===== config.mk =====
export PLATFORM = sky130hd
export DESIGN_NAME = framed_reply_parser_core
export DESIGN_NICKNAME = d
export VERILOG_FILES = /design/src/rtl/core/frp_pkg.sv /design/src/rtl/core/frp_cfg_regs.sv /design/src/rtl/core/framed_reply_parser_core.sv
export SDC_FILE = /design/constraint.sdc
export NUM_CORES = 1
export LEC_CHECK = 0
export ABC_AREA = 1
export BUFFER_PORTS_ARGS = -buffer_cell sky130_fd_sc_hd__buf_4
export CAP_MARGIN = 40
export CORE_UTILIZATION = 40
export DETAILED_ROUTE_END_ITERATION = 12
export SKIP_CTS_REPAIR_TIMING = 1
export SYNTH_ARGS = -nofsm -noshare
export SYNTH_HDL_FRONTEND = slang
export SYNTH_SLANG_ARGS = --single-unit

===== constraint.sdc =====
create_clock -name clk_i -period 10.55 [get_ports clk_i]
set_input_delay 1.055 -clock clk_i [delete_from_list [all_inputs] [get_ports clk_i]]
set_output_delay 1.055 -clock clk_i [all_outputs]
set_load 0.05 [all_outputs]

===== src/rtl/core/frp_pkg.sv =====
`timescale 1ns / 1ps

package frp_pkg;

  // frame delimiters and type bytes
  localparam logic [7:0] SYNC_FIRST      = 8'h41;  // 'A'
  localparam logic [7:0] SYNC_SECOND     = 8'h71;  // 'q'
  localparam logic [7:0] TYPE_COMMAND    = 8'h43;  // 'C'
  localparam logic [7:0] TYPE_TELEM      = 8'h54;  // 'T'
  localparam logic [7:0] PARAM_COUNT_MIN = 8'd3;

  // result kinds
  localparam logic [2:0] KIND_ACK       = 3'd0;
  localparam logic [2:0] KIND_NACK      = 3'd1;
  localparam logic [2:0] KIND_PARAM     = 3'd2;
  localparam logic [2:0] KIND_UNKNOWN   = 3'd3;
  localparam logic [2:0] KIND_TELEM_WORD = 3'd4;
  localparam logic [2:0] KIND_TELEM_END = 3'd5;

  // configuration register map
  localparam int unsigned CFG_ADDR_W = 4;
  localparam logic [1:0] REG_ACK_CODE   = 2'd0;
  localparam logic [1:0] REG_NACK_CODE  = 2'd1;
  localparam logic [1:0] REG_PARAM_CODE = 2'd2;

  typedef struct packed {
    logic [7:0] ack_code;
    logic [7:0] nack_code;
    logic [7:0] param_reply_code;
  } cfg_t;

  typedef struct packed {
    logic [2:0]  kind;
    logic [7:0]  command_code;
    logic [15:0] sequence_id;
    logic [15:0] param_id;
    logic        has_param;
    logic [7:0]  row_index;
    logic [7:0]  col_index;
    logic [31:0] word_bits;
    logic        checksum_ok;
    logic        last;
  } result_t;

endpackage


===== src/rtl/core/frp_cfg_regs.sv =====
`timescale 1ns / 1ps

module frp_cfg_regs
  import frp_pkg::*;
(
  input  logic                  clk_i,
  input  logic                  rst_ni,
  input  logic                  psel,
  input  logic                  penable,
  input  logic                  pwrite,
  input  logic [CFG_ADDR_W-1:0] paddr,
  input  logic [31:0]           pwdata,
  output logic [31:0]           prdata,
  output logic                  pready,
  output cfg_t                  cfg_o
);

  cfg_t       cfg_q;
  logic       wr_en;
  logic [1:0] reg_idx;

  assign pready  = 1'b1;
  assign wr_en   = psel && penable && pwrite;
  assign reg_idx = paddr[3:2];

  // register writes
  always_ff @(posedge clk_i or negedge rst_ni) begin
    if (!rst_ni) begin
      cfg_q.ack_code         <= 8'd0;
      cfg_q.nack_code        <= 8'd1;
      cfg_q.param_reply_code <= 8'd2;
    end else if (wr_en) begin
      unique case (reg_idx)
        REG_ACK_CODE:   cfg_q.ack_code         <= pwdata[7:0];
        REG_NACK_CODE:  cfg_q.nack_code        <= pwdata[7:0];
        REG_PARAM_CODE: cfg_q.param_reply_code <= pwdata[7:0];
        default: ;
      endcase
    end
  end

  // read mux
  always_comb begin
    unique case (reg_idx)
      REG_ACK_CODE:   prdata = {24'd0, cfg_q.ack_code};
      REG_NACK_CODE:  prdata = {24'd0, cfg_q.nack_code};
      REG_PARAM_CODE: prdata = {24'd0, cfg_q.param_reply_code};
      default:        prdata = 32'd0;
    endcase
  end

  assign cfg_o = cfg_q;

endmodule


===== src/rtl/core/framed_reply_parser_core.sv =====
`timescale 1ns / 1ps

// Framed reply parser: takes one received byte per beat, hunts for the sync
// pair 'A','q', then decodes a command reply frame ('C') or a telemetry frame
// ('T'), checking the two running 8-bit Fletcher sums carried at the frame
// end. A command reply gives one result beat, classed as ack, nack, param
// reply or unknown against the three code registers, and only when both
// checksum bytes match. A telemetry frame gives one beat per 32-bit raw word
// as it completes, then an end beat with checksum_ok. Every byte is handled
// in the cycle it is accepted by the parser state register, so one byte is
// taken per clock while in_stall_o is low; a result is registered into the
// output register, or into the skid entry when the output stalls, and this
// two-entry stage keeps input flowing while the downstream side stalls, so
// the input only stalls when both entries hold results. The code registers
// should be written while the parser is idle.
module framed_reply_parser_core
  import frp_pkg::*;
(
  input  logic                  clk_i,
  input  logic                  rst_ni,
  // configuration port
  input  logic                  psel,
  input  logic                  penable,
  input  logic                  pwrite,
  input  logic [CFG_ADDR_W-1:0] paddr,
  input  logic [31:0]           pwdata,
  output logic [31:0]           prdata,
  output logic                  pready,
  // byte input
  input  logic                  in_valid_i,
  output logic                  in_stall_o,
  input  logic [7:0]            rx_byte_i,
  // result output
  output logic                  out_valid_o,
  input  logic                  out_stall_i,
  output logic [2:0]            kind_o,
  output logic [7:0]            command_code_o,
  output logic [15:0]           sequence_id_o,
  output logic [15:0]           param_id_o,
  output logic                  has_param_o,
  output logic [7:0]            row_index_o,
  output logic [7:0]            col_index_o,
  output logic [31:0]           word_bits_o,
  output logic                  checksum_ok_o,
  output logic                  last_o
);

  typedef enum logic [15:0] {
    PH_HUNT_A   = 16'h0001,
    PH_HUNT_Q   = 16'h0002,
    PH_TYPE     = 16'h0004,
    PH_C_COUNT  = 16'h0008,
    PH_C_CMD    = 16'h0010,
    PH_C_SEQ_LO = 16'h0020,
    PH_C_SEQ_HI = 16'h0040,
    PH_C_PAR_LO = 16'h0080,
    PH_C_PAR_HI = 16'h0100,
    PH_C_CHK_A  = 16'h0200,
    PH_C_CHK_B  = 16'h0400,
    PH_T_ROWS   = 16'h0800,
    PH_T_COLS   = 16'h1000,
    PH_T_WORD   = 16'h2000,
    PH_T_CHK_A  = 16'h4000,
    PH_T_CHK_B  = 16'h8000
  } phase_e;

  cfg_t cfg;

  frp_cfg_regs u_cfg_regs (
    .clk_i   (clk_i),
    .rst_ni  (rst_ni),
    .psel    (psel),
    .penable (penable),
    .pwrite  (pwrite),
    .paddr   (paddr),
    .pwdata  (pwdata),
    .prdata  (prdata),
    .pready  (pready),
    .cfg_o   (cfg)
  );

  phase_e      phase_q, phase_d;
  logic [7:0]  sum_a_q, sum_a_d, sum_b_q, sum_b_d;
  logic [7:0]  count_q, count_d, cmd_q, cmd_d;
  logic [15:0] seq_q, seq_d, par_q, par_d;
  logic [7:0]  row_tot_q, row_tot_d, col_tot_q, col_tot_d;
  logic [7:0]  row_pos_q, row_pos_d, col_pos_q, col_pos_d;
  logic [1:0]  byte_pos_q, byte_pos_d;
  logic [23:0] shift_q, shift_d;

  logic        in_accept;
  logic [7:0]  b;
  logic [7:0]  add_a, add_b;
  logic [7:0]  col_inc, row_inc;
  logic        has_par;
  logic        res_valid;
  result_t     res;

  // output register and skid stage
  logic        out_valid_q, skid_valid_q;
  result_t     out_q, skid_q;

  assign in_stall_o = skid_valid_q;
  assign in_accept  = in_valid_i && !in_stall_o;
  assign b          = rx_byte_i;
  assign add_a      = sum_a_q + b;
  assign add_b      = sum_b_q + add_a;
  assign col_inc    = col_pos_q + 8'd1;
  assign row_inc    = row_pos_q + 8'd1;
  assign has_par    = count_q > PARAM_COUNT_MIN;

  // parser next state and result
  always_comb begin
    phase_d    = phase_q;
    sum_a_d    = sum_a_q;
    sum_b_d    = sum_b_q;
    count_d    = count_q;
    cmd_d      = cmd_q;
    seq_d      = seq_q;
    par_d      = par_q;
    row_tot_d  = row_tot_q;
    col_tot_d  = col_tot_q;
    row_pos_d  = row_pos_q;
    col_pos_d  = col_pos_q;
    byte_pos_d = byte_pos_q;
    shift_d    = shift_q;
    res_valid  = 1'b0;
    res        = '0;

    unique case (phase_q)
      PH_HUNT_A: begin
        phase_d = (b == SYNC_FIRST) ? PH_HUNT_Q : PH_HUNT_A;
      end
      PH_HUNT_Q: begin
        phase_d = (b == SYNC_SECOND) ? PH_TYPE : PH_HUNT_A;
      end
      PH_TYPE: begin
        sum_a_d = 8'd0;
        sum_b_d = 8'd0;
        priority if (b == TYPE_COMMAND) phase_d = PH_C_COUNT;
        else if (b == TYPE_TELEM)       phase_d = PH_T_ROWS;
        else                            phase_d = PH_HUNT_A;
      end
      PH_C_COUNT: begin
        sum_a_d = add_a;
        sum_b_d = add_b;
        count_d = b;
        phase_d = PH_C_CMD;
      end
      PH_C_CMD: begin
        sum_a_d = add_a;
        sum_b_d = add_b;
        cmd_d   = b;
        phase_d = PH_C_SEQ_LO;
      end
      PH_C_SEQ_LO: begin
        sum_a_d = add_a;
        sum_b_d = add_b;
        seq_d   = {seq_q[15:8], b};
        phase_d = PH_C_SEQ_HI;
      end
      PH_C_SEQ_HI: begin
        sum_a_d = add_a;
        sum_b_d = add_b;
        seq_d   = {b, seq_q[7:0]};
        phase_d = has_par ? PH_C_PAR_LO : PH_C_CHK_A;
      end
      PH_C_PAR_LO: begin
        sum_a_d = add_a;
        sum_b_d = add_b;
        par_d   = {par_q[15:8], b};
        phase_d = PH_C_PAR_HI;
      end
      PH_C_PAR_HI: begin
        sum_a_d = add_a;
        sum_b_d = add_b;
        par_d   = {b, par_q[7:0]};
        phase_d = PH_C_CHK_A;
      end
      PH_C_CHK_A: begin
        phase_d = (b == sum_a_q) ? PH_C_CHK_B : PH_HUNT_A;
      end
      PH_C_CHK_B: begin
        phase_d = PH_HUNT_A;
        if (b == sum_b_q) begin
          res_valid        = 1'b1;
          priority if (cmd_q == cfg.ack_code)      res.kind = KIND_ACK;
          else if (cmd_q == cfg.nack_code)         res.kind = KIND_NACK;
          else if (cmd_q == cfg.param_reply_code)  res.kind = KIND_PARAM;
          else                                     res.kind = KIND_UNKNOWN;
          res.command_code = cmd_q;
          res.sequence_id  = seq_q;
          res.param_id     = has_par ? par_q : 16'd0;
          res.has_param    = has_par;
          res.last         = 1'b1;
        end
      end
      PH_T_ROWS: begin
        sum_a_d   = add_a;
        sum_b_d   = add_b;
        row_tot_d = b;
        phase_d   = PH_T_COLS;
      end
      PH_T_COLS: begin
        sum_a_d    = add_a;
        sum_b_d    = add_b;
        col_tot_d  = b;
        row_pos_d  = 8'd0;
        col_pos_d  = 8'd0;
        byte_pos_d = 2'd0;
        shift_d    = 24'd0;
        phase_d    = (row_tot_q == 8'd0 || b == 8'd0) ? PH_T_CHK_A : PH_T_WORD;
      end
      PH_T_WORD: begin
        sum_a_d = add_a;
        sum_b_d = add_b;
        if (byte_pos_q != 2'd3) begin
          // gather low bytes of the word
          unique case (byte_pos_q)
            2'd0:    shift_d = {shift_q[23:8], b};
            2'd1:    shift_d = {shift_q[23:16], b, shift_q[7:0]};
            default: shift_d = {b, shift_q[15:0]};
          endcase
          byte_pos_d = byte_pos_q + 2'd1;
        end else begin
          res_valid     = 1'b1;
          res.kind      = KIND_TELEM_WORD;
          res.row_index = row_pos_q;
          res.col_index = col_pos_q;
          res.word_bits = {b, shift_q};
          byte_pos_d    = 2'd0;
          shift_d       = 24'd0;
          col_pos_d     = col_inc;
          // step to the next row at the end of a row
          if (col_inc == col_tot_q) begin
            col_pos_d = 8'd0;
            row_pos_d = row_inc;
            if (row_inc == row_tot_q) phase_d = PH_T_CHK_A;
          end
        end
      end
      PH_T_CHK_A: begin
        if (b != sum_a_q) begin
          phase_d   = PH_HUNT_A;
          res_valid = 1'b1;
          res.kind  = KIND_TELEM_END;
          res.last  = 1'b1;
        end else begin
          phase_d = PH_T_CHK_B;
        end
      end
      PH_T_CHK_B: begin
        phase_d         = PH_HUNT_A;
        res_valid       = 1'b1;
        res.kind        = KIND_TELEM_END;
        res.checksum_ok = (b == sum_b_q);
        res.last        = 1'b1;
      end
      default: begin
        phase_d = PH_HUNT_A;
      end
    endcase
  end

  // parser state
  always_ff @(posedge clk_i or negedge rst_ni) begin
    if (!rst_ni) begin
      phase_q    <= PH_HUNT_A;
      sum_a_q    <= 8'd0;
      sum_b_q    <= 8'd0;
      count_q    <= 8'd0;
      cmd_q      <= 8'd0;
      seq_q      <= 16'd0;
      par_q      <= 16'd0;
      row_tot_q  <= 8'd0;
      col_tot_q  <= 8'd0;
      row_pos_q  <= 8'd0;
      col_pos_q  <= 8'd0;
      byte_pos_q <= 2'd0;
      shift_q    <= 24'd0;
    end else if (in_accept) begin
      phase_q    <= phase_d;
      sum_a_q    <= sum_a_d;
      sum_b_q    <= sum_b_d;
      count_q    <= count_d;
      cmd_q      <= cmd_d;
      seq_q      <= seq_d;
      par_q      <= par_d;
      row_tot_q  <= row_tot_d;
      col_tot_q  <= col_tot_d;
      row_pos_q  <= row_pos_d;
      col_pos_q  <= col_pos_d;
      byte_pos_q <= byte_pos_d;
      shift_q    <= shift_d;
    end
  end

  // output stage control
  always_ff @(posedge clk_i or negedge rst_ni) begin
    if (!rst_ni) begin
      out_valid_q  <= 1'b0;
      skid_valid_q <= 1'b0;
    end else if (out_valid_q && out_stall_i) begin
      if (in_accept && res_valid) skid_valid_q <= 1'b1;
    end else if (skid_valid_q) begin
      out_valid_q  <= 1'b1;
      skid_valid_q <= 1'b0;
    end else begin
      out_valid_q <= in_accept && res_valid;
    end
  end

  // output stage payload
  always_ff @(posedge clk_i) begin
    if (out_valid_q && out_stall_i) begin
      if (in_accept && res_valid) skid_q <= res;
    end else if (skid_valid_q) begin
      out_q <= skid_q;
    end else if (in_accept && res_valid) begin
      out_q <= res;
    end
  end

  assign out_valid_o    = out_valid_q;
  assign kind_o         = out_q.kind;
  assign command_code_o = out_q.command_code;
  assign sequence_id_o  = out_q.sequence_id;
  assign param_id_o     = out_q.param_id;
  assign has_param_o    = out_q.has_param;
  assign row_index_o    = out_q.row_index;
  assign col_index_o    = out_q.col_index;
  assign word_bits_o    = out_q.word_bits;
  assign checksum_ok_o  = out_q.checksum_ok;
  assign last_o         = out_q.last;

endmodule

Word level (Yosys, flattened, before mapping)

Index checks and enable logic that the tools add are counted.

Bits in registers: 352
Input port bits: 51
Output and inout port bits: 129
Logic and storage cells: 179

Add/sub/neg operators: 5
Magnitude comparators: 1
Equal/unequal tests: 40
Muxes and demuxes: 50
Bitwise operators: 5
Reduce and logical (&&, ||, !) cells: 36

Operators with widths:

| kind                                             | number |
|---|---|
| case mux 16 bit (14 select lines)                | 1 |
| two-way mux 94 bit                               | 2 |
| two-way mux 48 bit                               | 2 |
| case mux 24 bit (2 select lines)                 | 2 |
| two-way mux 16 bit                               | 5 |
| case mux 16 bit (2 select lines)                 | 2 |
| case mux 8 bit (2 select lines)                  | 4 |
| == test 8 bit                                    | 7 |
| two-way mux 44 bit                               | 1 |
| two-way mux 41 bit                               | 1 |
| == test 8 x 7 -> 1 bit (second input constant)   | 4 |
| two-way mux 8 bit                                | 4 |
| two-way mux 12 bit                               | 2 |
| two-way mux 24 bit                               | 1 |
| case mux 8 bit (3 select lines)                  | 1 |
| AND reduction 2 bit                              | 11 |
| AND reduction 4 bit                              | 5 |
| adder 8 x 1 -> 8 bit (second input constant)     | 2 |
| adder 8 bit                                      | 2 |
| == test 16 x 1 -> 1 bit (second input constant)  | 1 |
| == test 16 x 10 -> 1 bit (second input constant) | 1 |
| == test 16 x 11 -> 1 bit (second input constant) | 1 |
| == test 16 x 12 -> 1 bit (second input constant) | 1 |
| == test 16 x 13 -> 1 bit (second input constant) | 1 |
| other kinds (39)                                 | 73 |

Depth between registers and ports, before layout

Gate-level depths: netlist (run 1).

Word-level depth: 8
Mapped depth: 15
Mapped depth without buffers: 15

By module

Synthesis (run 1) repeated with hierarchy kept, for this count alone.

Cell total of the unflattened synthesis: 1928
Area total of the unflattened synthesis: 17150.2 um^2

By module, submodules not included:

| module                   | instances | cells each | area an instance (um^2) |
|---|---|---|---|
| framed_reply_parser_core | 1         | 1755       | 15840.2 |
| frp_cfg_regs             | 1         | 173        | 1310.0 |

Worst setup path before layout (run 1)

No wires, ideal clock.

Path type: input-to-reg
Start point: input port rx_byte_i[4]
End point: register out_q, in the netlist checksum_ok_o (enable)
Arrival time: 8.746 ns
Slack: 1.115 ns
Cell stages on the path: 8
Cell sequence: clkbuf_1 > xor2_1 > nor2_1 > nand4_1 > or2_0 > nand3_1 > nand2_1 > a21boi_0

Cells in the longest elaborated chain, start to end: 6
Elaborated cells between the ends (all ways): 8
Those cells by class: eq/ne: 2; mux: 3; reduce/logical: 3

RTL lines:

| what                                                   | RTL line                                                         | RTL |
|---|---|---|
| start, declared                                        | framed_reply_parser_core.sv:32                                   | `input logic [7:0] rx_byte_i,` |
| inequality test 8 bit or == test 8 bit (tied branches) | framed_reply_parser_core.sv:243, framed_reply_parser_core.sv:185 |  |
| two-way mux 1 bit, on equally long branches            | framed_reply_parser_core.sv:243, framed_reply_parser_core.sv:185 |  |
| case mux 1 bit (4 select lines) *                      | framed_reply_parser_core.sv:130                                  | `unique case (phase_q)` |
| logical AND 1 bit *                                    | framed_reply_parser_core.sv:319                                  | `end else if (in_accept && res_valid) begin` |
| nonzero test 2 bit (no source line) *                  | -                                                                |  |
| AND reduction 2 bit (no source line) *                 | -                                                                |  |
| end signal, assigned                                   | framed_reply_parser_core.sv:318                                  | `out_q <= skid_q;` |
| end signal, assigned                                   | framed_reply_parser_core.sv:320                                  | `out_q <= res;` |
| end, declared                                          | framed_reply_parser_core.sv:101                                  | `result_t out_q, skid_q;` |

Mark *: on every way between the ends. The rest lies on a longest branch, timed or not.
A chain may end at the register's enable or synchronous reset.

Worst setup path in the final report (run 1)

Start point: register skid_valid_q (netlist: in_stall_o)
End point: register skid_q[49] (netlist bit) (enable)

Cells in the longest elaborated chain, start to end: 4

RTL lines:

| what                                 | RTL line                        | RTL |
|---|---|---|
| start, declared                      | framed_reply_parser_core.sv:100 | `logic out_valid_q, skid_valid_q;` |
| start signal, assigned               | framed_reply_parser_core.sv:302 | `skid_valid_q <= 1'b0;` |
| start signal, assigned               | framed_reply_parser_core.sv:304 | `if (in_accept && res_valid) skid_valid_q <= 1'b1;` |
| start signal, assigned               | framed_reply_parser_core.sv:307 | `skid_valid_q <= 1'b0;` |
| logical NOT 1 bit                    | framed_reply_parser_core.sv:104 | `assign in_accept = in_valid_i && !in_stall_o;` |
| logical AND 1 bit                    | framed_reply_parser_core.sv:104 |  |
| logical AND 1 bit                    | framed_reply_parser_core.sv:316 | `if (in_accept && res_valid) skid_q <= res;` |
| AND reduction 2 bit (no source line) | -                               |  |
| end signal, assigned                 | framed_reply_parser_core.sv:316 |  |
| end, declared                        | framed_reply_parser_core.sv:101 |  |

Every way passes these cells.

==> metrics.md, run 1 <==
| Metric | Value |
|---|---|
| First-pass GRT wire length | approximately 66000 µm |
| Most frequent cell after synthesis | nand2_1 |
| Setup CP Type | reg -> reg |
| Fin cells | roughly 2500 |
| Initial antenna violation count | 0 |
| Max Root-Sink Buffers | 3 |
| Type of element launching the critical path | flip-flop |
| Max VDD drop | 0.00009504 V |
| Crit path arrival time | 4250 ps |
| Area leader, netlist | edfxtp_1 |
| Largest family of logic cells by synthesized area | simple AND/OR/NAND/NOR gates |
| Area Overhead vs Synth | 15.58% |
| Final period util | between 30% and 40% |
| H-tree Lvls | 2 |
| Clk root buf | clkbuf_16 |
| Share of cells above drive strength 1 | roughly an eighth |
| Crit-path slowest cell | dfrtp_4 |
| Setup violators final | 0 |
| Static Leak | between 8 and 9 nW |
| Netlist cell types | 47 |
| 1st-iter DRT viols | between 800 and 900 |
| Std cell rows | 74 |
| Die Footprint | 0.04286 mm² |
| Origin of the critical flop-to-flop path | in_stall_o$_DFFE_PN0P_ |
| RSZ-0062 raised after global routing | false |
| Min Tclk post-route | a little over 4000 ps |
| Synth Area in Compound Gates | between 6 and 7% |
| DRT antenna net count | 0 |
| Die Height | 207.0 µm |
| Drt pass-1 iters | 11 |
| CP bufs+invs | 6 |
| HPWL after DPL | 27250 µm |
| Sw Ratio | between 20% and 30% |
| Fmax | about 250 MHz |
| Power Dens Cells | approximately 150 mW/mm² |
| Predominant post-synthesis flop cell | edfxtp_1 |
| Worst path required time | 10770 ps |
| Reg power frac | 50.4% |
| Final Hold Vio Count | 0 |
| Layout Utilization | about 47% |
| Comb power frac | under 10% |
| Switch Pwr | 0.6834 mW |
| Slew margin rel. | between 40% and 50% |
| Post-synthesis xor/xnor area fraction | approximately 1.7% |
| GRT Total Usage | around a fifth |
| Post-synthesis simple-gate area fraction | between 20% and 30% |
| Initial Utilization | 40.90% |
| Slew Limit Fails | 0 |
| Clock power share | between 40 and 50% |
| Core Area | 0.04111 mm² |
| Critical Path Fanout Max | 43 |
| Vias/cell | ~4.9 |
| Critical-path cell list | clkinv_2, buf_4, nand2_1, inv_1, o21ai_0, nor3_2, buf_4, buf_4, buf_12 |
| CP max stage delay | around 700 ps |
| DR DRC count | 1 |
| Vias in the first global route | approximately 12000 |
| Top delay family on crit path | buffers and inverters |
| Worst setup path start | in_stall_o$_DFFE_PN0P_ |
| Worst-skew pair later-pin latency | around 540 ps |
| Setup TNS | 0 ps |
| Max cap viols | 0 |
| Drt wl/cell | roughly 16 µm |
| Design Power | about 2.9 mW |
| Ys async rst share | between 40% and 50% |
| Adder-Cell Fraction of Synth Area | 1.801% |
| Nets | between 2000 and 2500 |
| CTS clk-pin slew, worst paths | approximately 60 ps |
| Fillers | about 4000 |
| Multiplexer area fraction after synthesis | 0% |
| N_diodes | 0 |
| Status | complete, but fails checks |
| Worst setup margin | between 6000 and 7000 ps |
| Ports | 180 |
| Area contributors post-synth | edfxtp_1 (34%), dfrtp_1 (24%), nand2_1 (14%) |
| Critical Path Sink Type | flip-flop |
| Routed vias | around 13000 |
| Post-synthesis sequential area ratio | 57.71% |
| CTS tree | done |
| Commonest cells post-synth | nand2_1 (628), edfxtp_1 (188), nor2_1 (177) |
| Post-Place Setup Slack | about 6300 ps |
| Die Width | 207.0 µm |
| Final Wtd Congestion | ~0.91 |
| Post-Syn Area | ~0.017 mm² |
| Largest net degree at the start of global routing | 70 |
| Post-Place Cells | about 2500 |
| Clock buffer count from CTS | 39 |
| Synth top area share | between 30 and 40% |
| PortBufs | about 130 |
| Clock sink total | 350 |
| Syn_area_per_cell | between 8 and 9 µm² |
| Cells after Synth | roughly 1900 |
| YS warnings | 0 |
| Detailed Route WL | between 40000 and 50000 µm |
| HP Class | in -> async |
| Internal power | roughly 2.2 mW |
| FF-to-FF setup slack | ~6500 ps |
| CP most frequent cell | buf_4 |
| EDFF count, synth | ~190 |
| Failing checks | DRC |
| Skew final | between 10 and 15 ps |
| Grt ovf | 0 |
| Worst-Margin Slew | 811.8 ps |
| Synthesized flop and latch total | 350 |
-- logic make-up after synthesis --
kind of cell	count (synthesis)
buffers and inverters	266
AOI/OAI and AO/OA	182
DFF	350
and+or+nand+nor	1014
adders and majority gates	23
xor gates and xnor gates	32
other	2
-- cells in the final DEF (no fill, tap or decap), types with 3 or more instances in the layout --
cell	Yosys	routed
o21ai_1	14	14
xor2_1	24	24
and3_1	5	5
a22o_1	7	7
o21ai_0	113	113
buf_12	0	3
clkbuf_1	32	12
clkinvlp_4	0	3
inv_1	169	169
clkbuf_16	0	39
and2_1	3	3
nand3b_1	7	7
dfrtp_1	159	158
nand3_1	94	94
nand2_4	5	5
nand4_1	34	34
ha_1	21	21
clkbuf_8	0	7
inv_2	7	6
buf_16	0	3
a31oi_1	4	4
buf_4	33	133
clkinv_1	1	5
nor2_1	177	177
nand2_2	6	6
inv_6	0	3
a21oi_1	16	16
nor3_1	19	18
o211ai_1	6	6
or2_2	6	6
edfxtp_1	188	188
o31ai_1	9	9
nand2_1	628	628
o22ai_1	5	5
clkinv_2	0	5
conb_1	2	25
nor2_4	14	14
nor2_2	8	8
dfstp_2	3	3
xnor2_1	8	8
-- power groups by stage --
stage                     logic [mW]  registers [mW]  clock network (mW)
after floorplan                0.120            1.49                   0
after detailed placement       0.170            1.50                   0
after global placement         0.167            1.50                   0
final                          0.169            1.47                1.28
after global routing           0.186            1.47                1.36
after CTS                      0.170            1.47                1.31
-- state kept, by name, summed over array words and instances, names as in the netlist, 16 cells and up --
| name | flops |
|---|---|
| par_q | 16 |
| param_id_o | 16 |
| phase_q | 16 |
| seq_q | 16 |
| sequence_id_o | 16 |
| shift_q | 24 |
| skid_q | 94 |
| u_cfg_regs.cfg_o | 24 |
| word_bits_o | 32 |
-- stage by stage --
step	instance area [µm²]	hold slack (ps)
after CTS	19430	467.9
after detailed placement	18230	467.2
after global routing	19430	496.1
after global placement	18090	457.2
after floorplan	16900	445.9
final	19430	468.0
-- area by class of cell --
class                           count  area, µm²  area share (%)
Clock buffer                       58       1117           5.750
Clock inverter                     14      83.83          0.4314
Inverter                          177      665.6           3.425
Multi-Input combinational cell   1276       6041           31.09
Sequential cell                   350       9707           49.95
Tap cell                          532      665.6           3.425
Timing Repair Buffer              140       1152           5.930
-- layer usage --
layer,track usage (%),vias to the layer above,part of all wire [%]
li1,-,6269,-
met4,6.227,0,2.8
met2,31.70,266,47
met5,0,-,0
met1,25.92,5944,46
met3,3.229,69,4.6
-- worst paths after layout --
path,depth (start not counted),to
setup / recovery,9,skid_q[49]$_DFFE_PP_
hold / removal,1,shift_q[13]$_DFFE_PN0P_
setup reg to reg,9,skid_q[49]$_DFFE_PP_
hold reg to reg,2,sum_a_q[5]$_DFFE_PN0P_
max in group asynchronous,2,row_pos_q[4]$_DFFE_PN0P_
min in group clk_i,2,sum_a_q[5]$_DFFE_PN0P_
Note: power is estimated with default switching activity, not from simulation.
==> inputs of run 2 (changes only) <==
==> constraint.sdc (replaced) <==
create_clock -name clk_i -period 3.3 [get_ports clk_i]
set_input_delay 0.33 -clock clk_i [delete_from_list [all_inputs] [get_ports clk_i]]
set_output_delay 0.33 -clock clk_i [all_outputs]
set_load 0.05 [all_outputs]
==> metrics.md, run 2 (same netlist as run 1, synthesis figures left out) <==
| Metric | Value |
|---|---|
| Status | complete, but fails checks (unchanged) |
| Failing checks | DRC (unchanged) |
| Area Overhead vs Synth | 16.33% (was 15.58%) |
| Worst path required time | 3460 ps (was 10770 ps) |
| Largest register FFs | 94 (unchanged) |
| Post-Place Cells | 2485 (was 2475) |
| 1st-iter DRT viols | 781 (was 859) |
| Slew Limit Fails | 0 (unchanged) |
| Post-Place Setup Slack | 446.6 ps (was 6259 ps) |
| RSZ-0062 raised after global routing | false (unchanged) |
| Clock sink total | 350 (unchanged) |
| Grt ovf | 0 (unchanged) |
| Max VDD drop | 0.0003473 V (was 0.00009504 V) |
| DRT antenna net count | 0 (unchanged) |
| Initial Utilization | 40.90% (unchanged) |
| FF-to-FF setup slack | 520 ps (was 6520 ps) |
| Min Tclk post-route | 2779 ps (was 4032 ps) |
| Share of cells above drive strength 1 | 13.20% (was 12.70%) |
| H-tree Lvls | 2 (unchanged) |
| Worst-skew pair later-pin latency | 530 ps (was 540 ps) |
| Clk root buf | clkbuf_16 (unchanged) |
| Worst-Margin Slew | 680.1 ps (was 811.8 ps) |
| Static Leak | 8.775 nW (was 8.694 nW) |
| CP bufs+invs | 2 (was 6) |
| Die Footprint | 0.04286 mm² (unchanged) |
| GRT Total Usage | 18.80% (was 19.26%) |
| Fillers | 3938 (was 4002) |
| Slew margin rel. | 54.50% (was 45.82%) |
| Critical Path Fanout Max | 30 (was 43) |
| Initial antenna violation count | 0 (unchanged) |
| Vias in the first global route | 12529 (was 12225) |
| Setup CP Type | reg -> reg (unchanged) |
| HP Class | in -> reg (was in -> async) |
| Largest net degree at the start of global routing | 80 (was 70) |
| Skew final | 13.41 ps (was 10.31 ps) |
| CP most frequent cell | nor2_4 (was buf_4) |
| Final Wtd Congestion | 0.9462 (was 0.9089) |
| Setup violators final | 0 (unchanged) |
| Final Hold Vio Count | 0 (unchanged) |
| Final period util | 84.22% (was 38.21%) |
| N_diodes | 0 (unchanged) |
| Die Height | 207.0 µm (unchanged) |
| Top delay family on crit path | simple AND/OR/NAND/NOR gates (was buffers and inverters) |
| Fin cells | 2555 (was 2547) |
| Critical-path cell list | nor2_4, nand2_4, nor2_4, nand4_1, clkinv_1, o21ai_0, nor3_4, buf_4 (was clkinv_2, buf_4, nand2_1, inv_1, o21ai_0, nor3_2, buf_4, buf_4, buf_12) |
| PortBufs | 128 (unchanged) |
| Commonest non-fill, non-tap cell in the layout | nand2_1 (unchanged) |
| Type of element launching the critical path | flip-flop (unchanged) |
| Worst setup margin | 520.8 ps (was 6518 ps) |
| Drt pass-1 iters | 11 (unchanged) |
| Detailed Route WL | 39920 µm (was 40560 µm) |
| Std cell rows | 74 (unchanged) |
| Crit-path slowest cell | buf_4 (was dfrtp_4) |
| Nets | 2069 (was 2058) |
| Die Width | 207.0 µm (unchanged) |
| First-pass GRT wire length | 65080 µm (was 65690 µm) |
| CP max stage delay | 440 ps (was 700 ps) |
| Core Area | 0.04111 mm² (unchanged) |
| DR DRC count | 8 (was 1) |
| Fmax | 359.8 MHz (was 248.0 MHz) |
| CTS tree | done (unchanged) |
| Crit path arrival time | 2940 ps (was 4250 ps) |
| Clock buffer count from CTS | 39 (unchanged) |
| Critical Path Sink Type | flip-flop (unchanged) |
| Vias/cell | 4.946 (was 4.927) |
| Max cap viols | 0 (unchanged) |
| Routed vias | 12637 (was 12548) |
| Commonest cells after routing, fill and taps aside | nand2_1 (628), edfxtp_1 (188), nor2_1 (175), inv_1 (169), dfrtp_1 (158) (was nand2_1 (628), edfxtp_1 (188), nor2_1 (177), inv_1 (169), dfrtp_1 (158)) |
| Largest Register | skid_q (unchanged) |
| HPWL after DPL | 27160 µm (was 27250 µm) |
| Drt wl/cell | 15.63 µm (was 15.92 µm) |
| CTS clk-pin slew, worst paths | 60 ps (about the same) |
| Max Root-Sink Buffers | 3 (unchanged) |
| Ports | 180 (unchanged) |
| Power Dens Cells | 481.3 mW/mm² (was 150.1 mW/mm²) |
-- run 2: cell count changes in the layout (fill, tap and decap cells not counted), sizes merged --
cell and delta:
inv -1, clkbuf -5, dlygate4sd3 +1, bufinv +2
buf +10, clkinv +1
-- run 2: per-layer routing --
layer | vias up | wire length (µm) | global-route usage [%]
li1 | 6275 | - | -
met1 | 6000 | 18440 | 25.23
met2 | 308 | 18690 | 31.40
met3 | 54 | 1895 | 3.032
met4 | 0 | 898 | 5.455
met5 | - | 0 | 0
-- run 2: final cells by class --
class | count | area (µm²) | area share [%]
flip-flops and latches | 350 | 9704 | 49.62
multi-input cells | 1276 | 6077 | 31.07
repair buffers | 151 | 1217 | 6.224
clock buffers | 53 | 1091 | 5.578
inverters | 177 | 666.9 | 3.410
well taps | 532 | 665.6 | 3.403
clock inverters | 16 | 136.4 | 0.6973
-- run 2: path summary, 6_finish.rpt --
| kind | startpoint | to | cells after the start |
|---|---|---|---|
| min reg2reg | seq_q[7]$_DFFE_PN0P_ | seq_q[7]$_DFFE_PN0P_ | 2 |
| min in group asynchronous | rst_ni | shift_q[18]$_DFFE_PN0P_ | 2 |
| max | phase_q[7]$_DFFE_PN0P_ | skid_q[86]$_DFFE_PP_ | 8 |
| max in group asynchronous | rst_ni | u_cfg_regs.cfg_o[1]$_DFFE_PN1P_ | 3 |
| min | rx_byte_i[6] | shift_q[14]$_DFFE_PN0P_ | 2 |
| max reg2reg | phase_q[7]$_DFFE_PN0P_ | skid_q[86]$_DFFE_PP_ | 8 |
-- run 2: power by group --
part           total [mW]  switching, mW  internal [mW]
sequential           4.71         0.0669           4.64
clock                4.17           1.69           2.47
combinational       0.539          0.382          0.156
total                9.41           2.14           7.27
-- run 2: through the flow --
stage / TNS [ps] / instance area, µm² / hold WS (ps) / total power, mW / util, %
2_1_floorplan: -98980 / 16970 / 34.41 / 5.156 / -
3_3_place_gp: 0 / 18270 / 346.3 / 5.317 / 44.43
3_5_place_dp: 0 / 18320 / 355.4 / 5.331 / 44.57
4_1_cts: 0 / 19550 / -215.7 / 9.526 / 47.55
5_1_grt: 0 / 19560 / 80.92 / 9.757 / 47.58
6_report: 0 / 19560 / 76.47 / 9.414 / 47.58
